===== src/rtl/tpu_pkg.sv =====
package tpu_pkg;

	// Field widths of the pattern stream and of the unpacked cells.
	localparam int BYTE_W    = 8;
	localparam int ROW_W     = 9;
	localparam int ROW_OUT_W = 8;
	localparam int CHAN_OUT_W = 5;
	localparam int CC_W      = 6;
	localparam int CLAMP_W   = 7;
	localparam int FIELDS    = 5;

	// Header byte decoding.
	localparam int MASK_FLAG_BIT = 7;
	localparam logic [FIELDS-1:0] FIELD_NOTE  = 5'h01;
	localparam logic [FIELDS-1:0] FIELD_INSTR = 5'h02;
	localparam logic [FIELDS-1:0] FIELD_VOL   = 5'h04;
	localparam logic [FIELDS-1:0] FIELD_EFF   = 5'h08;
	localparam logic [FIELDS-1:0] FIELD_PARAM = 5'h10;
	localparam logic [FIELDS-1:0] FULL_CELL_REST =
		FIELD_INSTR | FIELD_VOL | FIELD_EFF | FIELD_PARAM;

	// Smallest channel count that the unpacker honors.
	localparam int MIN_CHANNELS = 2;

	// Register map and reset values.
	localparam logic REG_CHANNEL_COUNT = 1'b0;
	localparam logic REG_ROW_COUNT     = 1'b1;
	localparam logic [CC_W-1:0]  CHANNEL_COUNT_RST = 6'd2;
	localparam logic [ROW_W-1:0] ROW_COUNT_RST     = 9'd64;

	// Queue between the byte decoder and the result port.
	localparam int QUEUE_DEPTH = 2;
	localparam int QPTR_W      = 1;
	localparam int QCNT_W      = 2;

	typedef struct packed {
		logic [BYTE_W-1:0] packed_byte;
		logic              end_of_data;
	} in_item_t;

	typedef struct packed {
		logic [ROW_OUT_W-1:0]  row_index;
		logic [CHAN_OUT_W-1:0] channel_index;
		logic [BYTE_W-1:0]     note_value;
		logic [BYTE_W-1:0]     instrument_value;
		logic [BYTE_W-1:0]     volume_value;
		logic [BYTE_W-1:0]     effect_value;
		logic [BYTE_W-1:0]     param_value;
		logic                  last_cell;
	} out_item_t;

	typedef struct packed {
		logic [CC_W-1:0]  channel_count;
		logic [ROW_W-1:0] row_count;
	} cfg_t;

	// Handshake from the decoder into the queue.
	typedef struct packed {
		logic      push;
		out_item_t data;
	} cell_push_t;

endpackage


===== src/rtl/tracker_pattern_unpacker.sv =====
// Unpacks a tracker pattern stream one byte per clock unless the result queue is full. A header
// byte with bit 7 set names which of the five cell fields follow; a byte with bit 7 clear opens
// a full five-byte cell. Each finished cell enters the queue with its row and channel as its
// last byte is accepted, and last_cell marks the end of the pattern or of the data. The sustained
// rate is one byte per cycle unless the queue is full: a two-entry queue ahead of the output
// lets the input keep flowing while a result waits to be taken. Bytes past the configured row
// count are dropped; an end-of-data byte always returns the unpacker to row 0, channel 0. The
// channel and row counts are written through the register port at byte addresses 0 and 4; the
// user must write them only while the block is idle, which it does not enforce.
module tracker_pattern_unpacker import tpu_pkg::*; #(
	parameter int MAX_CHANNELS = 32,
	parameter int MAX_ROWS     = 256
) (
	input  logic        clk,
	input  logic        arst_n,
	input  logic        in_valid,
	output logic        in_ready,
	input  in_item_t    in_data,
	output logic        out_valid,
	input  logic        out_ready,
	output out_item_t   out_data,
	input  logic        psel,
	input  logic        penable,
	input  logic        pwrite,
	input  logic [2:0]  paddr,
	input  logic [31:0] pwdata,
	output logic [31:0] prdata,
	output logic        pready
);

	cfg_t       cfg_q;
	logic       reg_sel;
	logic       wr_en;
	logic       q_full;
	cell_push_t cell_push;

	// Register port.
	assign pready  = 1'b1;
	assign reg_sel = paddr[2];
	assign wr_en   = psel && penable && pwrite;

	always_ff @(posedge clk or negedge arst_n) begin
		if (!arst_n) begin
			cfg_q.channel_count <= CHANNEL_COUNT_RST;
			cfg_q.row_count     <= ROW_COUNT_RST;
		end else if (wr_en) begin
			case (reg_sel)
				REG_CHANNEL_COUNT: cfg_q.channel_count <= pwdata[CC_W-1:0];
				REG_ROW_COUNT:     cfg_q.row_count     <= pwdata[ROW_W-1:0];
				default:           cfg_q <= cfg_q;
			endcase
		end
	end

	// Read back.
	always_comb begin
		case (reg_sel)
			REG_CHANNEL_COUNT: prdata = 32'(cfg_q.channel_count);
			REG_ROW_COUNT:     prdata = 32'(cfg_q.row_count);
			default:           prdata = '0;
		endcase
	end

	// Byte decoder and cell assembly.
	tpu_front #(
		.MAX_CHANNELS(MAX_CHANNELS),
		.MAX_ROWS    (MAX_ROWS)
	) u_front (
		.clk      (clk),
		.arst_n   (arst_n),
		.in_valid (in_valid),
		.in_ready (in_ready),
		.in_data  (in_data),
		.cfg      (cfg_q),
		.q_full   (q_full),
		.cell_push(cell_push)
	);

	// Result queue and output port.
	tpu_queue u_queue (
		.clk      (clk),
		.arst_n   (arst_n),
		.cell_push(cell_push),
		.full     (q_full),
		.out_valid(out_valid),
		.out_ready(out_ready),
		.out_data (out_data)
	);

endmodule


===== src/rtl/tpu_front.sv =====
module tpu_front import tpu_pkg::*; #(
	parameter int MAX_CHANNELS = 32,
	parameter int MAX_ROWS     = 256
) (
	input  logic       clk,
	input  logic       arst_n,
	input  logic       in_valid,
	output logic       in_ready,
	input  in_item_t   in_data,
	input  cfg_t       cfg,
	input  logic       q_full,
	output cell_push_t cell_push
);

	localparam int CHAN_W = (MAX_CHANNELS > 2) ? $clog2(MAX_CHANNELS) : 1;

	logic [FIELDS-1:0]             pending_q;
	logic [FIELDS-1:0][BYTE_W-1:0] cell_q;
	logic [CHAN_W-1:0]             chan_q;
	logic [ROW_W-1:0]              row_q;
	logic                          done_q;

	logic                          accept;
	logic                          blocked;
	logic [CLAMP_W-1:0]            cc_ext;
	logic [CLAMP_W-1:0]            chans;
	logic [ROW_W-1:0]              rows;
	logic [FIELDS-1:0]             sel;
	logic [FIELDS-1:0]             pend_n;
	logic [FIELDS-1:0][BYTE_W-1:0] fields_n;
	logic                          emit;
	logic                          wrap;
	logic [CHAN_W-1:0]             chan_adv;
	logic [ROW_W-1:0]              row_adv;
	logic                          done_n;

	// The queue in front of the result port sets the pace.
	assign in_ready = !q_full;
	assign accept   = in_valid && in_ready;

	// Clamp the configured geometry to what the counters support.
	assign cc_ext = CLAMP_W'(cfg.channel_count);
	always_comb begin
		if (cc_ext < CLAMP_W'(MIN_CHANNELS)) begin
			chans = CLAMP_W'(MIN_CHANNELS);
		end else if (cc_ext > CLAMP_W'(MAX_CHANNELS)) begin
			chans = CLAMP_W'(MAX_CHANNELS);
		end else begin
			chans = cc_ext;
		end
	end
	assign rows = (cfg.row_count > ROW_W'(MAX_ROWS)) ? ROW_W'(MAX_ROWS) : cfg.row_count;

	// Bytes past the last row are dropped.
	assign blocked = done_q || (row_q >= rows);

	// With nothing pending a byte opens a cell (mask or note); otherwise it fills the lowest pending field.
	assign sel = pending_q & (~pending_q + FIELDS'(1));
	always_comb begin
		fields_n = cell_q;
		pend_n   = pending_q & ~sel;
		if (pending_q == '0) begin
			fields_n = '0;
			if (in_data.packed_byte[MASK_FLAG_BIT]) begin
				pend_n = in_data.packed_byte[FIELDS-1:0];
			end else begin
				fields_n[0] = in_data.packed_byte;
				pend_n      = FULL_CELL_REST;
			end
		end else begin
			for (int k = 0; k < FIELDS; k++) begin
				if (sel[k]) begin
					fields_n[k] = in_data.packed_byte;
				end
			end
		end
	end

	// A cell is finished when nothing is pending or the data ends.
	assign emit = accept && !blocked && ((pend_n == '0) || in_data.end_of_data);

	// Position of the next cell.
	assign wrap     = (CLAMP_W'(chan_q) + CLAMP_W'(1)) >= chans;
	assign chan_adv = wrap ? '0 : chan_q + CHAN_W'(1);
	assign row_adv  = wrap ? row_q + ROW_W'(1) : row_q;
	assign done_n   = row_adv >= rows;

	// Finished cell toward the queue.
	always_comb begin
		cell_push.push                  = emit;
		cell_push.data.row_index        = row_q[ROW_OUT_W-1:0];
		cell_push.data.channel_index    = CHAN_OUT_W'(chan_q);
		cell_push.data.note_value       = fields_n[0];
		cell_push.data.instrument_value = fields_n[1];
		cell_push.data.volume_value     = fields_n[2];
		cell_push.data.effect_value     = fields_n[3];
		cell_push.data.param_value      = fields_n[4];
		cell_push.data.last_cell        = in_data.end_of_data || done_n;
	end

	// Cell assembly state.
	always_ff @(posedge clk or negedge arst_n) begin
		if (!arst_n) begin
			pending_q <= '0;
			chan_q    <= '0;
			row_q     <= '0;
			done_q    <= 1'b0;
		end else if (accept) begin
			if (in_data.end_of_data) begin
				pending_q <= '0;
				chan_q    <= '0;
				row_q     <= '0;
				done_q    <= 1'b0;
			end else if (blocked) begin
				done_q <= 1'b1;
			end else if (emit) begin
				pending_q <= '0;
				chan_q    <= chan_adv;
				row_q     <= row_adv;
				done_q    <= done_n;
			end else begin
				pending_q <= pend_n;
			end
		end
	end

	// Field bytes of the cell in progress.
	always_ff @(posedge clk) begin
		if (accept && !blocked) begin
			cell_q <= fields_n;
		end
	end

`ifndef SYNTHESIS
	a_end_clears: assert property (@(posedge clk) disable iff (!arst_n)
		accept && in_data.end_of_data |=> pending_q == '0 && chan_q == '0 && row_q == '0)
		else $error("pattern state not cleared after end of data");
	a_no_emit_blocked: assert property (@(posedge clk) disable iff (!arst_n)
		blocked |-> !cell_push.push)
		else $error("cell emitted past the last row");
	a_push_room: assert property (@(posedge clk) disable iff (!arst_n)
		cell_push.push |-> !q_full)
		else $error("cell pushed into a full queue");
`endif

endmodule


===== src/rtl/tpu_queue.sv =====
module tpu_queue import tpu_pkg::*; (
	input  logic       clk,
	input  logic       arst_n,
	input  cell_push_t cell_push,
	output logic       full,
	output logic       out_valid,
	input  logic       out_ready,
	output out_item_t  out_data
);

	out_item_t          entry_q [QUEUE_DEPTH];
	logic [QPTR_W-1:0]  wr_q;
	logic [QPTR_W-1:0]  rd_q;
	logic [QCNT_W-1:0]  count_q;
	logic               pop;

	assign full      = count_q == QCNT_W'(QUEUE_DEPTH);
	assign out_valid = count_q != '0;
	assign out_data  = entry_q[rd_q];
	assign pop       = out_valid && out_ready;

	// Pointers and fill level.
	always_ff @(posedge clk or negedge arst_n) begin
		if (!arst_n) begin
			wr_q    <= '0;
			rd_q    <= '0;
			count_q <= '0;
		end else begin
			if (cell_push.push) begin
				wr_q <= wr_q + QPTR_W'(1);
			end
			if (pop) begin
				rd_q <= rd_q + QPTR_W'(1);
			end
			if (cell_push.push && !pop) begin
				count_q <= count_q + QCNT_W'(1);
			end else if (pop && !cell_push.push) begin
				count_q <= count_q - QCNT_W'(1);
			end
		end
	end

	// Entry storage.
	always_ff @(posedge clk) begin
		if (cell_push.push) begin
			entry_q[wr_q] <= cell_push.data;
		end
	end

`ifndef SYNTHESIS
	a_count_bound: assert property (@(posedge clk) disable iff (!arst_n)
		count_q <= QCNT_W'(QUEUE_DEPTH))
		else $error("queue fill level out of range");
	a_pop_drains: assert property (@(posedge clk) disable iff (!arst_n)
		pop && !cell_push.push |=> count_q == $past(count_q) - QCNT_W'(1))
		else $error("queue fill level not reduced by a pop");
`endif

endmodule


===== config.mk =====
export PLATFORM = sky130hd
export DESIGN_NAME = tracker_pattern_unpacker
export DESIGN_NICKNAME = d
export VERILOG_FILES = /design/src/rtl/tpu_pkg.sv /design/src/rtl/tracker_pattern_unpacker.sv /design/src/rtl/tpu_front.sv /design/src/rtl/tpu_queue.sv
export SDC_FILE = /design/constraint.sdc
export NUM_CORES = 1
export LEC_CHECK = 0
export ABC_CLOCK_PERIOD_IN_PS = 15000
export BUFFER_PORTS_ARGS = -buffer_cell sky130_fd_sc_hd__buf_2
export CAP_MARGIN = 20
export CORE_ASPECT_RATIO = 1.75
export CORE_UTILIZATION = 52
export CTS_BUF_LIST = sky130_fd_sc_hd__clkbuf_8
export DETAILED_ROUTE_END_ITERATION = 8
export PLACE_DENSITY = 0.82
export SETUP_SLACK_MARGIN = 0.1
export SLEW_MARGIN = 15
export SYNTH_ARGS = -nofsm -noshare
export SYNTH_HDL_FRONTEND = slang
export SYNTH_SLANG_ARGS = --single-unit

===== constraint.sdc =====
create_clock -name clk -period 15 [get_ports clk]
set_clock_uncertainty 0.15 [all_clocks]
set_input_delay 3 -clock clk [delete_from_list [all_inputs] [get_ports clk]]
set_output_delay 3 -clock clk [all_outputs]
set_load 0.02 [all_outputs]

==> impl_metrics.yaml, run 1 <==
outcome:
  status: "finished, final reports clean"
floorplan:
  core_sq_um: 16400
  rows: 62
  die-height_um: 173
  start_util_pct: 52.8
  die_w_um: 99.5
  ios: 140
  fp.dieArea_sq_um: 17200
setup_path:
  worstPathArrival_ns: 3.71
  critPathKind: "input pin to output pin"
  worstPathCellList: "buf_2 > mux2_2 > buf_2"
  critPathCaptureType: "output pin"
  crit_path_top_delay_cell: "mux2_2"
  cp_max_fo: 12
  slowest_delay_ns: 0.35
  required_ns: 11.85
  crit_path_start_kind: "input pin"
  path_common_cell: "buf_2"
power_and_ir_drop:
  p_leak_nw: 3.74
  ir_drop_mv: 0.0821
  powerDensity_nw_per_um2: 197
timing:
  post-route-period-util_pct: 45.8
  whs_ns: 0.367
  fmax_mhz: 146
  final.setup.worst_slack_ns: 8.14
  final-setup-viol-count: 0
  maxSlewViolCount: 0
  hold_violations: 0
  min_period_ns: 6.86
  tns_ns: 0
  max_slew_margin_pct: 40.2
  rsz0062_at_grt: "no"
  tightest_slew_ns: 0.896
routing:
  drt_iter0_drc: 274
  drc: 0
  wl_met2_mm: 9.36
  routed_wl_mm: 16.5
  num_vias: 5368
  routed_via_density: 5.51
  wl_met1_mm: 6.23
  antenna_left: 0
  drt-pass1-iter-count: 5
  wire_per_inst_um: 17.0
  routed-wl-met3_um: 604
  top_layer_used: "met4"
synth:
  synthArstFlopShare_pct: 20.9
  synth_edf_count: 148
  synth_warnings: 0
  syn_inst: 649
  synth.cell_area_sq_um: 8640
  synth_flop_cell: "edfxtp_1"
  syn_avg_cell_area_sq_um: 13.3
  ys_seq_area_share_pct: 62.7
  synth.distinct_cells: 54
  ys_ff_latch: 187
finish:
  post-route-util_pct: 58.5
  num-nets-final: 815
  drive_gt1_share_pct: 28.4
  syn2layout_area_growth_pct: 10.8
  final_area_sq_um: 9570
  antenna_cells: 0
place:
  numPortBuffers: 90
  dp_hpwl_mm: 11.7
  dp_slack_ns: 8.13
  finalWeightedCongestion: 0.849
  dpl_cell_area_sq_um: 9220
global_route:
  grt_use_total_pct: 20.4
  grt_max_degree: 45
  grt_overflow_total: 0
  antenna_found_initial: 0
  grt_pass1_wl_mm: 26.8
  first_global_vias: 5326
cts:
  cts_resized: 0
  cts_tree: "built"
  cts_root_buf: "clkbuf_8"
  clock_latency_ns: 0.46
  htree_levels: 4
  path_clk_slew_ns: 0.09
  cts_setup_buffers: 0
  cts_buffer_depth: 2
  numCtsBuffers: 17
  cts_hold_buf: 0
  cts.sinks: 187
min_path:
  hold_path_class: "flop to flop"
job:
  max_cap_viol_count: 0
[stage by stage]
step,total power (W),instances
after floorplan,0.00139,671
after global placement,0.00157,942
after detailed placement,0.00160,942
after CTS,0.00190,974
after global routing,0.00200,974
final,0.00188,974
[worst max-delay path: cells and delay by family]
kind / cells / cell delay, ns
buffers and inverters: 2 / 0.36
multiplexers: 1 / 0.35
[flip-flops by register name, indices dropped and copies added, names as in the netlist, 2 cells and up]
name and flops:
u_queue.entry_q 108, cfg_q 15, u_front.chan_q 5, u_queue.count_q 2
u_front.pending_q 5, u_front.cell_q 40, u_front.row_q 9
[cell usage after synthesis, drive strengths merged, types with 4 or more instances]
cell type | number | area, sq um
edfxtp | 148 | 4440
nand2 | 89 | 334
mux2 | 74 | 833
dfrtp | 37 | 926
buf | 31 | 225
ha | 27 | 338
a21oi | 25 | 125
nor2 | 23 | 86.3
o21ai | 21 | 105
clkbuf | 19 | 71.3
o211ai | 13 | 103
xnor2 | 13 | 114
inv | 12 | 45.0
nand3 | 12 | 60.1
and2 | 10 | 62.6
mux2i | 9 | 90.1
a22o | 8 | 70.1
or4 | 7 | 56.3
nand2b | 6 | 37.5
nand4 | 5 | 31.3
nor3 | 5 | 25.0
a21o | 4 | 30.0
xor2 | 4 | 35.0
[layout make-up]
| cell class | instances | area (sq um) |
|---|---|---|
| fill | 1322 | 6800 |
| sequential | 187 | 5420 |
| multi-input combinational | 421 | 2970 |
| timing repair buffer | 97 | 503 |
| tap | 224 | 280 |
| clock buffer | 17 | 234 |
| clock inverter | 15 | 116 |
| inverter | 13 | 48.8 |
[layout by cell type (no fill, tap or decap), types with 4 or more instances in the layout]
cell | Yosys | routed
nand3_1 | 12 | 12
xor2_1 | 4 | 4
and2_1 | 10 | 9
or4_1 | 6 | 6
inv_6 | 0 | 4
o21ai_0 | 21 | 21
o211ai_1 | 12 | 12
a22o_1 | 8 | 8
dfrtp_1 | 37 | 36
buf_2 | 3 | 90
xnor2_1 | 13 | 13
conb_1 | 2 | 24
mux2_2 | 74 | 74
buf_4 | 24 | 7
nor3_1 | 5 | 5
inv_1 | 12 | 12
nor2_1 | 23 | 22
a21o_1 | 4 | 4
nand2b_1 | 6 | 6
edfxtp_1 | 148 | 148
clkbuf_8 | 0 | 17
mux2i_1 | 9 | 9
nand4_1 | 5 | 5
nand2_1 | 89 | 89
ha_1 | 27 | 27
a21oi_1 | 25 | 25
[cells by family (layout without fill, tap and decap cells)]
family	after synthesis	count (layout)	share of synthesized area, %
XOR/XNOR	17	17	1.72
other	2	24	0.0869
AO/OA/AOI/OAI	95	95	7.44
flip-flops	187	187	62.7
adder cells (fa/ha/maj)	27	27	3.91
multiplexers	83	83	10.7
buffers and inverters	63	142	4.00
AND/OR/NAND/NOR	175	175	9.42
[final timing paths]
kind	start	endpoint	slack [ns]	depth (start not counted)
setup / recovery	paddr[2]	prdata[2]	8.14	3
max in group asynchronous	arst_n	u_queue.rd_q	11.57	1
hold reg to reg	u_queue.count_q[1]	u_queue.count_q[1]	0.37	1
min in group asynchronous	arst_n	cfg_q[11]	2.51	1
setup reg to reg	u_front.chan_q[0]	u_queue.entry_q[1][0]	10.89	14
hold / removal	u_queue.count_q[1]	u_queue.count_q[1]	0.37	1
[per-layer routing]
metal / up-vias / track usage [%]
met1: 2637 / 21.8
met4: 0 / 8.64
met3: 25 / 3.60
met2: 162 / 38.6
li1: 2544 / -
met5: - / 0
[power by group]
| group | leakage (nW) | switching, W | internal, W |
|---|---|---|---|
| clock network | 0.174 | 0.000182 | 0.000118 |
| registers | 1.87 | 0.0000770 | 0.000778 |
| logic | 1.69 | 0.000463 | 0.000267 |
No activity file was read; power rests on OpenSTA's default activity.
==> run 2, diff against run 1 <==
ABC_CLOCK_PERIOD_IN_PS = 6100   (was 15000)
PLACE_DENSITY = 0.85   (was 0.82)
clock period = 6.1 ns   (was 15 ns; I/O delays follow)
==> run 2 against run 1 <==
Against the previous run:
- die area stayed put
- core utilization is 0.54 points higher
- first-iteration DRC count is 2.9% higher
- sequential power is 150% higher
- clock-buffer cell count stayed put
- design area is 0.91% higher
- hold slack worse by 0.0070 ns
- register-to-register slack worse by 8.8 ns
- combinational power is 150% higher
- global-route usage is 0.36 points lower
- critical path depth is 10 higher
- critical path type is now flop to flop
==> impl_metrics.yaml, run 2 (same netlist as run 1, synthesis figures left out) <==
outcome:
  status: "finished, final reports clean"
cts:
  cts_setup_buffers: 0
  cts_resized: 0
  numCtsBuffers: 17
  cts_hold_buf: 0
  cts_buffer_depth: 2
  path_clk_slew_ns: 0.11
  clock_latency_ns: 0.46
  cts_tree: "built"
  htree_levels: 4
  cts_root_buf: "clkbuf_8"
  cts.sinks: 187
global_route:
  grt_overflow_total: 0
  grt_use_total_pct: 20.1
  grt_pass1_wl_mm: 26.6
  antenna_found_initial: 0
  grt_max_degree: 55
  first_global_vias: 5356
finish:
  regMostFlops: "u_queue.entry_q"
  drive_gt1_share_pct: 28.4
  syn2layout_area_growth_pct: 11.8
  fillCellCount: 1283
  reg_top3: "u_queue.entry_q: 108 flops, u_front.cell_q: 40 flops, cfg_q: 15 flops"
  largest_reg_flops: 108
  post-route-util_pct: 59.0
  final_common_cell: "edfxtp_1"
  antenna_cells: 0
  final_cell_mix: "edfxtp_1, buf_2, nand2_1"
  num-nets-final: 815
timing:
  tightest_slew_ns: 0.930
  hold_violations: 0
  rsz0062_at_grt: "no"
  whs_ns: 0.360
  post-route-period-util_pct: 66.3
  max_slew_margin_pct: 38.0
  min_period_ns: 4.05
  fmax_mhz: 247
  final-setup-viol-count: 0
  final.setup.worst_slack_ns: 2.05
  maxSlewViolCount: 0
  tns_ns: 0
floorplan:
  fp.dieArea_sq_um: 17200
  core_sq_um: 16400
  rows: 62
  start_util_pct: 52.8
  ios: 140
  die-height_um: 173
  die_w_um: 99.5
routing:
  routed-wl-met3_um: 787
  drt-pass1-iter-count: 6
  wl_met1_mm: 5.95
  drt_iter0_drc: 282
  num_vias: 5404
  routed_via_density: 5.55
  wl_met2_mm: 9.40
  drc: 0
  routed_wl_mm: 16.5
  antenna_left: 0
  wire_per_inst_um: 17.0
  top_layer_used: "met4"
power_and_ir_drop:
  ir_drop_mv: 0.223
  p_leak_nw: 3.78
  power_w: 0.00473
  powerDensity_nw_per_um2: 489
setup_path:
  worstPathArrival_ns: 4.11
  cp_max_fo: 12
  required_ns: 6.16
  crit_path_start_kind: "flop"
  critPathKind: "flop to flop"
  critPathCaptureType: "flop"
min_path:
  hold_path_class: "flop to flop"
place:
  dp_hpwl_mm: 11.7
  dp_slack_ns: 1.76
  numPortBuffers: 90
  finalWeightedCongestion: 0.869
job:
  max_cap_viol_count: 0
==> run 2: cell types whose count changed in the layout (fill, tap and decap cells not counted), sizes merged <==
cell / delta
clkinvlp: -3
clkinv: +3
==> run 2: per-layer routing <==
layer | track usage [%] | vias to the layer above
met4 | 7.60 | 0
met1 | 21.6 | 2645
li1 | - | 2540
met2 | 38.1 | 195
met3 | 3.60 | 24
met5 | 0 | -
==> run 2: per-stage QoR <==
stage / cells / cell area (sq um)
6_report: 974 / 9660
5_1_grt: 974 / 9660
4_1_cts: 974 / 9660
3_5_place_dp: 942 / 9240
3_3_place_gp: 942 / 9240
2_1_floorplan: 671 / 8730
==> run 2: final cells by class <==
type                            instances  area (sq um)  area share, %
Clock buffer                           17           234           2.42
Clock inverter                         15           191           1.98
Inverter                               13          48.8          0.505
Multi-Input combinational cell        421          2970           30.7
Sequential cell                       187          5420           56.1
Tap cell                              224           280           2.90
Timing Repair Buffer                   97           515           5.34
==> run 2: worst paths after layout <==
check	start	end	slack [ns]	cells after the start
worst max-delay path	u_front.chan_q[0]	u_queue.entry_q[1][0]	2.05	13
worst min-delay path	u_queue.count_q[1]	u_queue.count_q[1]	0.36	1
worst max register to register	u_front.chan_q[0]	u_queue.entry_q[1][0]	2.05	13
worst min register to register	u_queue.count_q[1]	u_queue.count_q[1]	0.36	1
max in group asynchronous	arst_n	u_queue.rd_q	4.42	1
min in group asynchronous	arst_n	cfg_q[11]	0.75	1
==> run 2: critical path: stages (launching register included) <==
cell     delay, ns
dfrtp_1       0.50
ha_1          0.28
nand3_1       0.15
xnor2_1       0.17
ha_1          0.31
a21o_1        0.17
a221o_1       0.52
nand3_1       0.24
xnor2_1       0.16
ha_1          0.26
o21a_1        0.18
o21a_1        0.20
a21o_1        0.17
a311o_1       0.35
==> run 2: where the power goes <==
group          switching, W  total, W  internal, W
registers          0.000190   0.00210      0.00191
clock network      0.000502  0.000820     0.000317
logic               0.00114   0.00180     0.000662
total               0.00183   0.00473      0.00289
